$ cat src/design/stdps_pkg.sv
package stdps_pkg;

  localparam int VALUE_BITS_DEF = 30;

  localparam int FIRST_VALUE_W = 30;
  localparam int STRIDE_W      = 16;
  localparam int UPPER_LIMIT_W = 30;
  localparam int CFG_DATA_W    = 30;
  localparam int CFG_INDEX_W   = 2;
  localparam int CANDIDATE_W   = 30;

  localparam logic [FIRST_VALUE_W-1:0] FIRST_VALUE_RST = FIRST_VALUE_W'(1);
  localparam logic [STRIDE_W-1:0]      STRIDE_RST      = STRIDE_W'(2);
  localparam logic [UPPER_LIMIT_W-1:0] UPPER_LIMIT_RST = UPPER_LIMIT_W'(1000);

  localparam logic [CFG_INDEX_W-1:0] REG_FIRST_VALUE = 2'd0;
  localparam logic [CFG_INDEX_W-1:0] REG_STRIDE      = 2'd1;
  localparam logic [CFG_INDEX_W-1:0] REG_UPPER_LIMIT = 2'd2;

  typedef struct packed {
    logic start;
    logic div_init;
    logic div_step;
    logic next_div;
    logic set_verdict;
    logic verdict;
    logic emit;
  } cmd_t;

  typedef struct packed {
    logic done;
    logic lt_two;
    logic sq_gt;
    logic div_last;
    logic rem_zero;
    logic out_free;
  } status_t;

endpackage

$ cat src/design/strided_trial_division_prime_scan_unit.sv
// each item runs trial division through states CHECK, DIV and REM, then EMIT; divisors run from 2 until d*d exceeds it
// each divisor takes one bit-serial restoring remainder pass over VALUE_BITS bits in DIV, then a check in REM
// worst case near one billion is about 31623 divisors
// one item in work at a time; the next is taken while the last result waits
// synchronous active-low reset restores register defaults and the scan start, clears valid
module strided_trial_division_prime_scan_unit #(
  parameter int VALUE_BITS = stdps_pkg::VALUE_BITS_DEF
) (
  input  logic                              clk,
  input  logic                              rst_n,
  input  logic                              cfg_we,
  input  logic [stdps_pkg::CFG_INDEX_W-1:0] cfg_index,
  input  logic [stdps_pkg::CFG_DATA_W-1:0]  cfg_wdata,
  input  logic                              in_valid,
  output logic                              in_ready,
  input  logic                              in_restart,
  output logic                              out_valid,
  input  logic                              out_ready,
  output logic [stdps_pkg::CANDIDATE_W-1:0] out_candidate,
  output logic                              out_is_prime,
  output logic                              out_done_res
);
  import stdps_pkg::*;

  cmd_t    cmd;
  status_t st;

  stdps_ctrl u_ctrl (
    .clk      (clk),
    .rst_n    (rst_n),
    .in_valid (in_valid),
    .in_ready (in_ready),
    .st       (st),
    .cmd      (cmd)
  );

  stdps_dp #(
    .VALUE_BITS (VALUE_BITS)
  ) u_dp (
    .clk           (clk),
    .rst_n         (rst_n),
    .cfg_we        (cfg_we),
    .cfg_index     (cfg_index),
    .cfg_wdata     (cfg_wdata),
    .in_restart    (in_restart),
    .out_valid     (out_valid),
    .out_ready     (out_ready),
    .out_candidate (out_candidate),
    .out_is_prime  (out_is_prime),
    .out_done_res  (out_done_res),
    .cmd           (cmd),
    .st            (st)
  );

endmodule

$ cat src/design/stdps_ctrl.sv
module stdps_ctrl (
  input  logic               clk,
  input  logic               rst_n,
  input  logic               in_valid,
  output logic               in_ready,
  input  stdps_pkg::status_t st,
  output stdps_pkg::cmd_t    cmd
);
  import stdps_pkg::*;

  typedef enum logic [4:0] {
    S_IDLE  = 5'b00001,
    S_CHECK = 5'b00010,
    S_DIV   = 5'b00100,
    S_REM   = 5'b01000,
    S_EMIT  = 5'b10000
  } state_t;

  state_t state_r;
  state_t state_nxt;

  always_ff @(posedge clk) begin
    if (!rst_n) begin
      state_r <= S_IDLE;
    end else begin
      state_r <= state_nxt;
    end
  end

  always_comb begin
    state_nxt = state_r;
    cmd       = '0;
    in_ready  = 1'b0;
    unique case (state_r)
      S_IDLE: begin
        in_ready = 1'b1;
        if (in_valid) begin
          cmd.start = 1'b1;
          state_nxt = S_CHECK;
        end
      end
      S_CHECK: begin
        if (st.done || st.lt_two) begin
          cmd.set_verdict = 1'b1;
          cmd.verdict     = 1'b0;
          state_nxt       = S_EMIT;
        end else if (st.sq_gt) begin
          cmd.set_verdict = 1'b1;
          cmd.verdict     = 1'b1;
          state_nxt       = S_EMIT;
        end else begin
          cmd.div_init = 1'b1;
          state_nxt    = S_DIV;
        end
      end
      S_DIV: begin
        cmd.div_step = 1'b1;
        if (st.div_last) begin
          state_nxt = S_REM;
        end
      end
      S_REM: begin
        if (st.rem_zero) begin
          cmd.set_verdict = 1'b1;
          cmd.verdict     = 1'b0;
          state_nxt       = S_EMIT;
        end else begin
          cmd.next_div = 1'b1;
          state_nxt    = S_CHECK;
        end
      end
      S_EMIT: begin
        if (st.out_free) begin
          cmd.emit  = 1'b1;
          state_nxt = S_IDLE;
        end
      end
      default: begin
        state_nxt = S_IDLE;
      end
    endcase
  end

endmodule

$ cat src/design/stdps_dp.sv
module stdps_dp #(
  parameter int VALUE_BITS = stdps_pkg::VALUE_BITS_DEF
) (
  input  logic                                 clk,
  input  logic                                 rst_n,
  input  logic                                 cfg_we,
  input  logic [stdps_pkg::CFG_INDEX_W-1:0]    cfg_index,
  input  logic [stdps_pkg::CFG_DATA_W-1:0]     cfg_wdata,
  input  logic                                 in_restart,
  output logic                                 out_valid,
  input  logic                                 out_ready,
  output logic [stdps_pkg::CANDIDATE_W-1:0]    out_candidate,
  output logic                                 out_is_prime,
  output logic                                 out_done_res,
  input  stdps_pkg::cmd_t                      cmd,
  output stdps_pkg::status_t                   st
);
  import stdps_pkg::*;

  localparam int VB    = VALUE_BITS;
  localparam int DW    = (VB + 1) / 2 + 1;
  localparam int TW    = DW + 1;
  localparam int SQW   = VB + 1;
  localparam int SUM_W = ((VB > STRIDE_W) ? VB : STRIDE_W) + 1;
  localparam int CMP_W = (VB > UPPER_LIMIT_W) ? VB : UPPER_LIMIT_W;
  localparam int CNTW  = $clog2(VB);

  logic [FIRST_VALUE_W-1:0] first_value_r;
  logic [STRIDE_W-1:0]      stride_r;
  logic [UPPER_LIMIT_W-1:0] upper_limit_r;

  logic [VB-1:0]   next_cand_r;
  logic            finished_r;
  logic [VB-1:0]   cand_r;
  logic [VB-1:0]   cand_nxt;
  logic [DW-1:0]   d_r;
  logic [SQW-1:0]  d_sq_r;
  logic [DW-1:0]   rem_r;
  logic [DW-1:0]   rem_nxt;
  logic [VB-1:0]   sh_r;
  logic [CNTW-1:0] cnt_r;
  logic            verdict_r;

  logic                   out_valid_r;
  logic [CANDIDATE_W-1:0] out_cand_r;
  logic                   out_prime_r;
  logic                   out_done_r;

  logic [TW-1:0]    trial;
  logic             trial_ge;
  logic [SUM_W-1:0] sum;
  logic             sum_ovf;

  // candidate choice on a transfer
  assign cand_nxt = in_restart ? VB'(first_value_r) : next_cand_r;

  // one restoring remainder step
  assign trial    = {rem_r, sh_r[VB-1]};
  assign trial_ge = trial >= TW'(d_r);
  assign rem_nxt  = trial_ge ? DW'(trial - TW'(d_r)) : DW'(trial);

  assign sum     = SUM_W'(cand_r) + SUM_W'(stride_r);
  assign sum_ovf = (sum >> VB) != '0;

  assign st.done     = finished_r || (CMP_W'(cand_r) > CMP_W'(upper_limit_r));
  assign st.lt_two   = (cand_r >> 1) == '0;
  assign st.sq_gt    = d_sq_r > SQW'(cand_r);
  assign st.div_last = cnt_r == '0;
  assign st.rem_zero = rem_r == '0;
  assign st.out_free = !out_valid_r || out_ready;

  always_ff @(posedge clk) begin
    if (!rst_n) begin
      first_value_r <= FIRST_VALUE_RST;
      stride_r      <= STRIDE_RST;
      upper_limit_r <= UPPER_LIMIT_RST;
    end else if (cfg_we) begin
      unique case (cfg_index)
        REG_FIRST_VALUE: first_value_r <= FIRST_VALUE_W'(cfg_wdata);
        REG_STRIDE:      stride_r      <= STRIDE_W'(cfg_wdata);
        REG_UPPER_LIMIT: upper_limit_r <= UPPER_LIMIT_W'(cfg_wdata);
        default:         ;
      endcase
    end
  end

  // scan state and output valid
  always_ff @(posedge clk) begin
    if (!rst_n) begin
      next_cand_r <= VB'(FIRST_VALUE_RST);
      finished_r  <= 1'b0;
      out_valid_r <= 1'b0;
    end else begin
      if (cmd.start && in_restart) begin
        next_cand_r <= VB'(first_value_r);
        finished_r  <= 1'b0;
      end
      if (cmd.emit) begin
        if (st.done) begin
          finished_r <= 1'b1;
        end else if (sum_ovf) begin
          next_cand_r <= '1;
          finished_r  <= 1'b1;
        end else begin
          next_cand_r <= VB'(sum);
        end
      end
      if (cmd.emit) begin
        out_valid_r <= 1'b1;
      end else if (out_ready) begin
        out_valid_r <= 1'b0;
      end
    end
  end

  always_ff @(posedge clk) begin
    if (cmd.start) begin
      cand_r <= cand_nxt;
      d_r    <= DW'(2);
      d_sq_r <= SQW'(4);
    end
    if (cmd.next_div) begin
      d_r    <= d_r + DW'(1);
      d_sq_r <= d_sq_r + SQW'({d_r, 1'b1});
    end
    if (cmd.div_init) begin
      rem_r <= '0;
      sh_r  <= cand_r;
      cnt_r <= CNTW'(VB - 1);
    end else if (cmd.div_step) begin
      rem_r <= rem_nxt;
      sh_r  <= sh_r << 1;
      cnt_r <= cnt_r - CNTW'(1);
    end
    if (cmd.set_verdict) begin
      verdict_r <= cmd.verdict;
    end
    if (cmd.emit) begin
      out_cand_r  <= CANDIDATE_W'(cand_r);
      out_prime_r <= verdict_r && !st.done;
      out_done_r  <= st.done;
    end
  end

  assign out_valid     = out_valid_r;
  assign out_candidate = out_cand_r;
  assign out_is_prime  = out_prime_r;
  assign out_done_res  = out_done_r;

endmodule
$ cat config.mk
export PLATFORM = sky130hd
export DESIGN_NAME = strided_trial_division_prime_scan_unit
export DESIGN_NICKNAME = d
export VERILOG_FILES = /design/src/design/stdps_pkg.sv /design/src/design/strided_trial_division_prime_scan_unit.sv /design/src/design/stdps_ctrl.sv /design/src/design/stdps_dp.sv
export SDC_FILE = /design/constraint.sdc
export NUM_CORES = 1
export LEC_CHECK = 0
export BUFFER_PORTS_ARGS = -buffer_cell sky130_fd_sc_hd__buf_2
export CAP_MARGIN = 0
export CELL_PAD_IN_SITES_DETAIL_PLACEMENT = 0
export CELL_PAD_IN_SITES_GLOBAL_PLACEMENT = 1
export CORE_AREA = 2 2 197 199
export CTS_CLUSTER_SIZE = 30
export DETAILED_ROUTE_END_ITERATION = 7
export DIE_AREA = 0 0 199 201
export PLACE_DENSITY = 0.76
export SYNTH_ARGS = -nofsm -noshare
export SYNTH_HDL_FRONTEND = slang
export SYNTH_SLANG_ARGS = --single-unit
export TNS_END_PERCENT = 20
$ cat constraint.sdc
create_clock -name clk -period 10.9 [get_ports clk]
set_input_delay 1.09 -clock clk [delete_from_list [all_inputs] [get_ports clk]]
set_output_delay 1.09 -clock clk [all_outputs]
set_load 0.03 [all_outputs]
==> metrics.md, run 1 <==
| Metric | Value |
|---|---|
| Drt first-iter violations | 695 |
| Hold_buf cts | 0 |
| Maximum clock insertion buffer count | 3 |
| DRC | 0 |
| I/O Pins | 72 |
| Via count | 11.4k |
| IO buf count | 71 |
| First-pass GRT wire length | 61000 um |
| Worst Hold Class | reg2reg |
| Die X | 199 um |
| Distinct cells, synth | 75 |
| HPWL after detailed placement | 27000 um |
| WP data required | 11250 ps |
| Grt ovf | 0 |
| Post-CTS Resized | 0 |
| Layout Skew | 32.3 ps |
| Fin crit share | 0.336 |
| Startpoint Class | flop |
| Unrepaired setup endpoints after global routing | no |
| Worst-path maximum fanout | 36 |
| Placer Congestion | 0.834 |
| Fmax | 0.273 GHz |
| Mapped Area | 15000 sq um |
| Number of synthesized flops with an enable pin | 140 |
| CP max stage delay | 830 ps |
| Main flop type after synthesis | edfxtp_1 |
| Cells along the critical path | ha_1 > nand4_2 > nor4_2 > and2_1 > a21oi_1 > or4b_4 > nor2_8 > a221oi_1 |
| Slowest stage cell, crit path | or4b_4 |
| Worst Setup End Kind | flop |
| Final Core Density | 0.444 |
| CTS Sinks | 274 |
| Worst slew pin tran | 1030 ps |
| DRT Pass-1 Iters | 5 |
| Seq/Total Area, Yosys | 0.459 |
| Diodes inserted | 0 |
| Layout Nets | 1755 |
| VDD IR max | 0.139 mV |
| Fin. max-slew vios | 0 |
| CTS Buf Count | 34 |
| Vias per cell | 5.30 |
| Worst-path clk slew | 60 ps |
| GRT Util Overall | 0.193 |
| Leakage Power | 0.00666 uW |
| Die H | 201 um |
| H-tree depth | 2 |
| Initial antenna violation count | 0 |
| Cell Rows | 72 |
| Mean Syn Cell Area | 9.72 sq um |
| Post-DRT Antenna Nets | 0 |
| Die Area | 40000 sq um |
| P&R area growth vs syn | 12.9% |
| Clk_lat worst skew | 530 ps |
| Asr flop ratio synth | 0 |
| Post-synthesis cell count | 1543 |
| Status | complete, no violations |
| Slew HR | 0.311 |
| CP Class | reg2reg |
| CTS tree | yes |
| WP data arrival | 4020 ps |
| Core Region | 38100 sq um |
| Share of layout cells above drive strength 1 | 0.131 |
| Initial Util | 0.394 |
| Yosys warns | 0 |
| Largest net degree at the start of global routing | 86 |
| Postcts setup bufs | 0 |
| Final setup viols | 0 |
| Routed Wire Length | 37900 um |
| Final Hold Viols | 0 |
| Number of global-route vias before repair | 11.3k |
| WL per Instance | 17.7 um |
| Syn Nets | 1695 |
| Setup TNS | 0 ps |
| Clock Tree Root | clkbuf_16 |
| PwrDens | 180 nW/um^2 |
| Max-cap violations | 0 |
| Seq cells post-synth | 274 |
| Min cycle time layout | 3670 ps |
layer usage:
layer,GRT usage,up-vias,wire length [um],part of all wire
li1,-,5674,-,-
met1,0.266,5419,17900,0.47
met2,0.312,210,17500,0.46
met3,0.0269,64,1590,0.042
met4,0.0592,0,959,0.025
met5,0,-,0,0
Yosys cell counts (all sizes together) (22+ instances only):
| library cell | n | share of area |
|---|---|---|
| a21oi | 134 | 0.045 |
| nand3 | 37 | 0.012 |
| o211ai | 22 | 0.011 |
| a221oi | 25 | 0.022 |
| edfxtp | 140 | 0.28 |
| nand2 | 240 | 0.060 |
| inv | 107 | 0.027 |
| o21ai | 80 | 0.027 |
| xnor2 | 46 | 0.027 |
| dfxtp | 134 | 0.18 |
| mux2i | 34 | 0.023 |
| mux2 | 31 | 0.023 |
| clkbuf | 47 | 0.012 |
| nand4 | 22 | 0.010 |
| nor2 | 81 | 0.022 |
| ha | 111 | 0.093 |
metrics by stage:
stage                     total power (uW)  hold WS [ps]  worst slack, ps  cell area [sq um]  std cells
after floorplan                       1780           436             7030              15000       1543
after global placement                1970           444             7120              15900       2085
after detailed placement              1980           447             7050              15900       2085
after CTS                             3080           456             7240              16900       2146
after global routing                  3220           477             6960              16900       2146
final                                 3050           458             7230              16900       2146
flip-flops by register name, summed over array words and instances, names as in the netlist:
register	flops
u_dp.d_r	16
u_dp.stride_r	16
u_dp.cnt_r	5
u_dp.d_sq_r	31
u_dp.sh_r	30
u_dp.out_done_res	1
u_dp.out_candidate	30
u_dp.out_is_prime	1
u_dp.finished_r	1
u_dp.first_value_r	30
u_dp.cand_r	30
u_dp.verdict_r	1
u_dp.out_valid	1
u_dp.rem_r	16
u_ctrl.state_r	5
u_dp.upper_limit_r	30
u_dp.next_cand_r	30
area by class of cell:
type                            count  area, sq um
Fill cell                        3668        21200
Multi-Input combinational cell   1103         7480
Sequential cell                   274         6890
Clock buffer                       51          996
Tap cell                          518          648
Timing Repair Buffer               83          445
Inverter                          107          403
Clock inverter                     10         76.3
kinds of logic after synthesis:
| group | share of synthesized area |
|---|---|
| compound gates | 0.157 |
| xor+xnor | 0.0391 |
| fa+ha+maj | 0.0966 |
| buf+inv | 0.0449 |
| flops | 0.459 |
| mux | 0.0459 |
| simple gates | 0.158 |
worst max-delay path: cells and delay by family (launching register included):
family / cells / cell delay (ps)
AND/OR/NAND/NOR: 5 / 2290
flip-flops: 1 / 530
AO/OA/AOI/OAI: 2 / 230
adder cells (fa/ha/maj): 1 / 400
placed cells by master (no fill, tap or decap), drive strengths merged, types with 17 or more instances in the layout:
cell type / instances
nand3: 37
mux2i: 34
xor2: 21
nand4: 22
ha: 111
a21oi: 134
nor2: 81
clkbuf: 51
a211oi: 17
inv: 107
o211ai: 22
mux2: 31
nor3: 20
nand2: 240
dfxtp: 134
xnor2: 46
a221oi: 25
edfxtp: 140
nor4: 17
buf: 83
o21ai: 80
where the power goes:
group,switching [uW],leakage [uW],internal [uW]
Clock,451,0.000526,637
Combinational,405,0.00373,265
Sequential,104,0.00240,1190
path summary, 6_finish.rpt:
| path | to | from | slack (ps) | cells after the start |
|---|---|---|---|---|
| worst max register to register | u_dp.next_cand_r[8] | u_dp.cand_r[12] | 7230 | 8 |
| worst max-delay path | u_dp.next_cand_r[8] | u_dp.cand_r[12] | 7230 | 8 |
| worst min-delay path | u_dp.upper_limit_r[2] | u_dp.upper_limit_r[2] | 460 | 2 |
| worst min register to register | u_dp.upper_limit_r[2] | u_dp.upper_limit_r[2] | 460 | 2 |
No activity file was read; power rests on OpenSTA's default activity.
==> inputs of run 2 (changes only) <==
==> constraint.sdc (replaced) <==
create_clock -name clk -period 3.6 [get_ports clk]
set_input_delay 0.36 -clock clk [delete_from_list [all_inputs] [get_ports clk]]
set_output_delay 0.36 -clock clk [all_outputs]
set_load 0.03 [all_outputs]
==> run 2 against run 1 <==
Critical path depth up 3; total power rose to 3.0 times the previous value; largest cell class unchanged; clock-buffer cell count decreased by 4; routed wire length down 0.76%; sequential share of layout area down 0.30 points; sequential cell count stayed put; register-to-register slack worse by 6900 ps; core utilization rose by 0.33 points; non-clock buffer count up 20; highest routed layer unchanged; cell count rose by 0.70%; clock power rose to 2.9 times the previous value.
==> metrics.md, run 2 (synthesis gave the netlist of run 1 again) <==
| Metric | Value |
|---|---|
| Fin crit share | 0.900 |
| Vias per cell | 5.29 |
| Placer Congestion | 0.825 |
| Layout Skew | 18.6 ps |
| Final setup viols | 0 |
| Min cycle time layout | 3240 ps |
| Setup TNS | 0 ps |
| Drt first-iter violations | 752 |
| Commonest non-fill, non-tap cells in the layout | nand2_1, edfxtp_1, a21oi_1, dfxtp_1, ha_1 |
| Combinational share of power | 0.230 |
| Die H | 201 um |
| Core Region | 38100 sq um |
| DRT Pass-1 Iters | 4 |
| Grt ovf | 0 |
| Post-CTS Resized | 0 |
| Fin. max-slew vios | 0 |
| Cell Rows | 72 |
| Unrepaired setup endpoints after global routing | no |
| CTS tree | yes |
| VDD IR max | 0.314 mV |
| Clock share of power | 0.342 |
| PwrDens | 534 nW/um^2 |
| Die X | 199 um |
| Diodes inserted | 0 |
| P&R area growth vs syn | 13.7% |
| Initial antenna violation count | 0 |
| Leakage Power | 0.00674 uW |
| IO buf count | 71 |
| P_int | 6280 uW |
| Psw | 2830 uW |
| Startpoint Class | flop |
| FF+latch area | 6890 sq um |
| CTS Buf Count | 30 |
| Slew HR | 0.449 |
| HPWL after detailed placement | 27100 um |
| Worst Hold Class | in2reg |
| Routed Wire Length | 37600 um |
| First-pass GRT wire length | 60800 um |
| Max-cap violations | 0 |
| Fill count | 3652 |
| WL per Instance | 17.4 um |
| Fmax | 0.309 GHz |
| I/O Pins | 72 |
| Sw frac | 0.311 |
| Initial Util | 0.394 |
| CP Class | reg2reg |
| Multi-input logic area | 7480 sq um |
| Worst Setup End Kind | flop |
| Post-DRT Antenna Nets | 0 |
| DRC | 0 |
| Maximum clock insertion buffer count | 3 |
| GRT Util Overall | 0.190 |
| Top reg by flops | u_dp.d_sq_r |
| Worst-path maximum fanout | 15 |
| Worst slew pin tran | 826 ps |
| Share of layout cells above drive strength 1 | 0.142 |
| Worst R2R Start | u_dp.cand_r[16] |
| Clock Tree Root | clkbuf_16 |
| H-tree depth | 1 |
| Number of global-route vias before repair | 11.4k |
| Final Total Pwr | 9110 uW |
| Worst hold path startpoint | cfg_wdata[18] |
| CTS Sinks | 274 |
| Hold_buf cts | 0 |
| Postcts setup bufs | 0 |
| Largest net degree at the start of global routing | 49 |
| Share of power burned in registers | 0.427 |
| Max reg flops | 31 |
| WP data required | 4060 ps |
| CP startpoint | u_dp.cand_r[16] |
| Final Hold Viols | 0 |
| Via count | 11.4k |
| Status | complete, no violations |
| Clk_lat worst skew | 570 ps |
| Die Area | 40000 sq um |
| Worst-path clk slew | 60 ps |
| Layout Nets | 1771 |
| WP data arrival | 3700 ps |
| Commonest non-fill, non-tap cell in the layout | nand2_1 |
run 2: area by class of cell:
class / instances / area share
Clock buffer: 47 / 0.0563
Clock inverter: 9 / 0.00301
Inverter: 107 / 0.0236
Timing Repair Buffer: 103 / 0.0371
Multi-Input combinational cell: 1103 / 0.438
Tap cell: 518 / 0.0380
Sequential cell: 274 / 0.404
run 2: path summary, 6_finish.rpt:
path	endpoint	slack, ps	depth (start not counted)
min reg2reg	u_dp.upper_limit_r[14]	450	2
max reg2reg	u_dp.rem_r[10]	360	11
max	u_dp.rem_r[10]	360	11
min	u_dp.upper_limit_r[18]	40	3
run 2: stage by stage:
step / hold slack, ps / utilization / instance area [sq um] / worst slack [ps] / cells
after floorplan: 436 / - / 15000 / 150 / 1543
after global placement: 444 / 0.421 / 16000 / 437 / 2105
after detailed placement: 447 / 0.421 / 16000 / 361 / 2105
after CTS: 15.1 / 0.448 / 17100 / 345 / 2161
after global routing: 26.2 / 0.448 / 17100 / 38.7 / 2161
final: 36.4 / 0.448 / 17100 / 359 / 2161
run 2: power groups by stage:
| stage | sequential [uW] | combinational (uW) | clock, uW |
|---|---|---|---|
| global route | 3930 | 2380 | 3310 |
| CTS | 3890 | 2110 | 3180 |
| finish | 3890 | 2100 | 3120 |
| global placement | 3940 | 2060 | 0 |
| floorplan | 3860 | 1530 | 0 |
| detailed placement | 3950 | 2090 | 0 |
run 2: per-layer routing:
| layer | wire length [um] | global-route usage | vias to the layer above | share of wire |
|---|---|---|---|---|
| li1 | - | - | 5714 | - |
| met1 | 17500 | 0.257 | 5460 | 0.46 |
| met2 | 17700 | 0.318 | 203 | 0.47 |
| met3 | 1420 | 0.0225 | 63 | 0.038 |
| met4 | 1030 | 0.0586 | 0 | 0.027 |
| met5 | 0 | 0 | - | 0 |
run 2: critical path, stage by stage (launching register included):
cell,delay [ps]
edfxtp_1,490
inv_1,260
ha_1,290
and3_1,180
o311a_1,320
a211oi_1,270
o211ai_1,140
o211ai_1,340
nand3_2,180
buf_4,230
and3_1,180
a311o_1,260
==> inputs of run 3 (changes only) <==
--- a/config.mk
+++ b/config.mk
@@ -13,6 +13,7 @@
 export CTS_CLUSTER_SIZE = 30
 export DETAILED_ROUTE_END_ITERATION = 7
 export DIE_AREA = 0 0 199 201
+export HOLD_SLACK_MARGIN = 0.12
 export PLACE_DENSITY = 0.76
 export SYNTH_ARGS = -nofsm -noshare
 export SYNTH_HDL_FRONTEND = slang
==> run 3 against run 2 <==
Via count rose by 0.91%; worst setup slack got worse by 17 ps; combinational power barely moved; die area did not move; critical endpoint unchanged.
==> metrics.md, run 3 (synthesis gave the netlist of run 1 again) <==
| Metric | Value |
|---|---|
| Status | complete, no violations |
| Post-CTS Resized | 0 |
| Worst R2R End | u_dp.rem_r[10] |
| DRC | 0 |
| Max-cap violations | 0 |
| Diodes inserted | 0 |
| Core Region | 38100 sq um |
| H-tree depth | 1 |
| CP startpoint | u_dp.cand_r[16] |
| Final setup viols | 0 |
| Share of layout cells above drive strength 1 | 0.139 |
| Min Hold Slack | 176 ps |
| Commonest non-fill, non-tap cells in the layout | nand2_1, edfxtp_1, a21oi_1, dfxtp_1, ha_1 |
| Slowest stage cell, crit path | edfxtp_1 |
| CP Class | reg2reg |
| VDD IR max | 0.313 mV |
| Post-DRT Antenna Nets | 0 |
| Worst-path clk slew | 60 ps |
| Commonest non-fill, non-tap cell in the layout | nand2_1 |
| Number of global-route vias before repair | 11.6k |
| Fin. max-slew vios | 0 |
| Place WS | 361 ps |
| Setup TNS | 0 ps |
| Fin worst setup slack | 342 ps |
| Routed Wire Length | 37700 um |
| Slew HR | 0.455 |
| Met1 usage | 0.258 |
| CP Capture Point | u_dp.rem_r[10] |
| PwrDens | 526 nW/um^2 |
| Vias per cell | 5.27 |
| GRT met2 Usage | 0.322 |
| CTS Sinks | 274 |
| CTS Buf Count | 30 |
| Drt first-iter violations | 709 |
| Placer Congestion | 0.825 |
| Worst Setup End Kind | flop |
| Initial Util | 0.394 |
| Clk_lat worst skew | 570 ps |
| I/O Pins | 72 |
| Initial antenna violation count | 0 |
| Layout Nets | 1802 |
| R2R depth | 11 |
| Layout Skew | 19.0 ps |
| Largest net degree at the start of global routing | 49 |
| GRT Util Overall | 0.191 |
| WP data required | 4060 ps |
| IO buf count | 71 |
| Worst slew pin tran | 817 ps |
| Busiest grt layer | met2 |
| CP max stage delay | 490 ps |
| P&R area growth vs syn | 15.8% |
| HPWL after detailed placement | 27100 um |
| Min cycle time layout | 3260 ps |
| WP data arrival | 3720 ps |
| Max reg flops | 31 |
| Leakage Power | 0.00687 uW |
| Hold_buf cts | 31 |
| Fin crit share | 0.905 |
| Top reg by flops | u_dp.d_sq_r |
| Die X | 199 um |
| WL per Instance | 17.2 um |
| CTS tree | yes |
| Unrepaired setup endpoints after global routing | no |
| Worst Hold Class | in2reg |
| Maximum clock insertion buffer count | 3 |
| Worst R2R Start | u_dp.cand_r[16] |
| Final Hold Viols | 0 |
| Met3 usage | 0.0220 |
| Fmax | 0.307 GHz |
| Fill count | 3626 |
| Grt ovf | 0 |
| Design Area, Final | 17400 sq um |
| Postcts setup bufs | 0 |
| Cell Rows | 72 |
| DRT Pass-1 Iters | 5 |
| Startpoint Class | flop |
| DP Area | 16000 sq um |
| Clock Tree Root | clkbuf_16 |
| Worst-path maximum fanout | 15 |
| Flop-to-flop setup slack | 340 ps |
| Cells along the critical path | inv_1 > ha_1 > and3_1 > o311a_1 > a211oi_1 > o211ai_1 > o211ai_1 > nand3_2 > buf_4 > and3_1 > a311o_1 |
| Die H | 201 um |
| First-pass GRT wire length | 61200 um |
| Die Area | 40000 sq um |
| Via count | 11.5k |
## run 3: critical path, delay by kind of cell (launching register included)
kind | cells | cell delay, ps
buffers and inverters | 2 | 490
AOI/OAI and AO/OA | 5 | 1350
DFF | 1 | 490
adders and majority gates | 1 | 290
and+or+nand+nor | 3 | 540
## run 3: how the worst min path moves through the flow
stage / depth (start not counted) / startpoint / endpoint / slack [ps]
2_1_floorplan: 2 / u_dp.upper_limit_r[10] / u_dp.upper_limit_r[10] / 440
3_3_place_gp: 2 / u_dp.upper_limit_r[11] / u_dp.upper_limit_r[11] / 440
3_5_place_dp: 2 / u_dp.upper_limit_r[26] / u_dp.upper_limit_r[26] / 450
4_1_cts: 2 / rst_n / u_ctrl.state_r[0] / 150
5_1_grt: 2 / rst_n / u_ctrl.state_r[0] / 180
6_report: 2 / rst_n / u_ctrl.state_r[0] / 180
## run 3: per-layer routing
metal  wire (um)  vias up
met2       17900      192
li1            -     5773
met1       17600     5520
met5           0        -
met4         981        0
met3        1330       59
## run 3: area by class of cell
cell class	instances	area, sq um	area share
flip-flops and latches	274	6890	0.396
repair buffers	134	943	0.0543
clock buffers	47	961	0.0553
clock inverters	9	51.3	0.00295
inverters	107	403	0.0232
multi-input cells	1103	7480	0.430
well taps	518	648	0.0373
## run 3: metrics by stage
step / power (uW) / utilization / std cells
final: 9140 / 0.456 / 2192
after global routing: 9650 / 0.456 / 2192
after CTS: 9200 / 0.456 / 2192
after detailed placement: 6040 / 0.421 / 2105
after global placement: 6000 / 0.421 / 2105
after floorplan: 5400 / - / 1543
## run 3: where the power goes
| group | total, uW | leakage, uW | internal (uW) | switching [uW] |
|---|---|---|---|---|
| registers | 3890 | 0.00240 | 3610 | 282 |
| clock network | 3120 | 0.000506 | 1830 | 1280 |
| logic | 2130 | 0.00396 | 858 | 1270 |
| total | 9140 | 0.00687 | 6300 | 2830 |
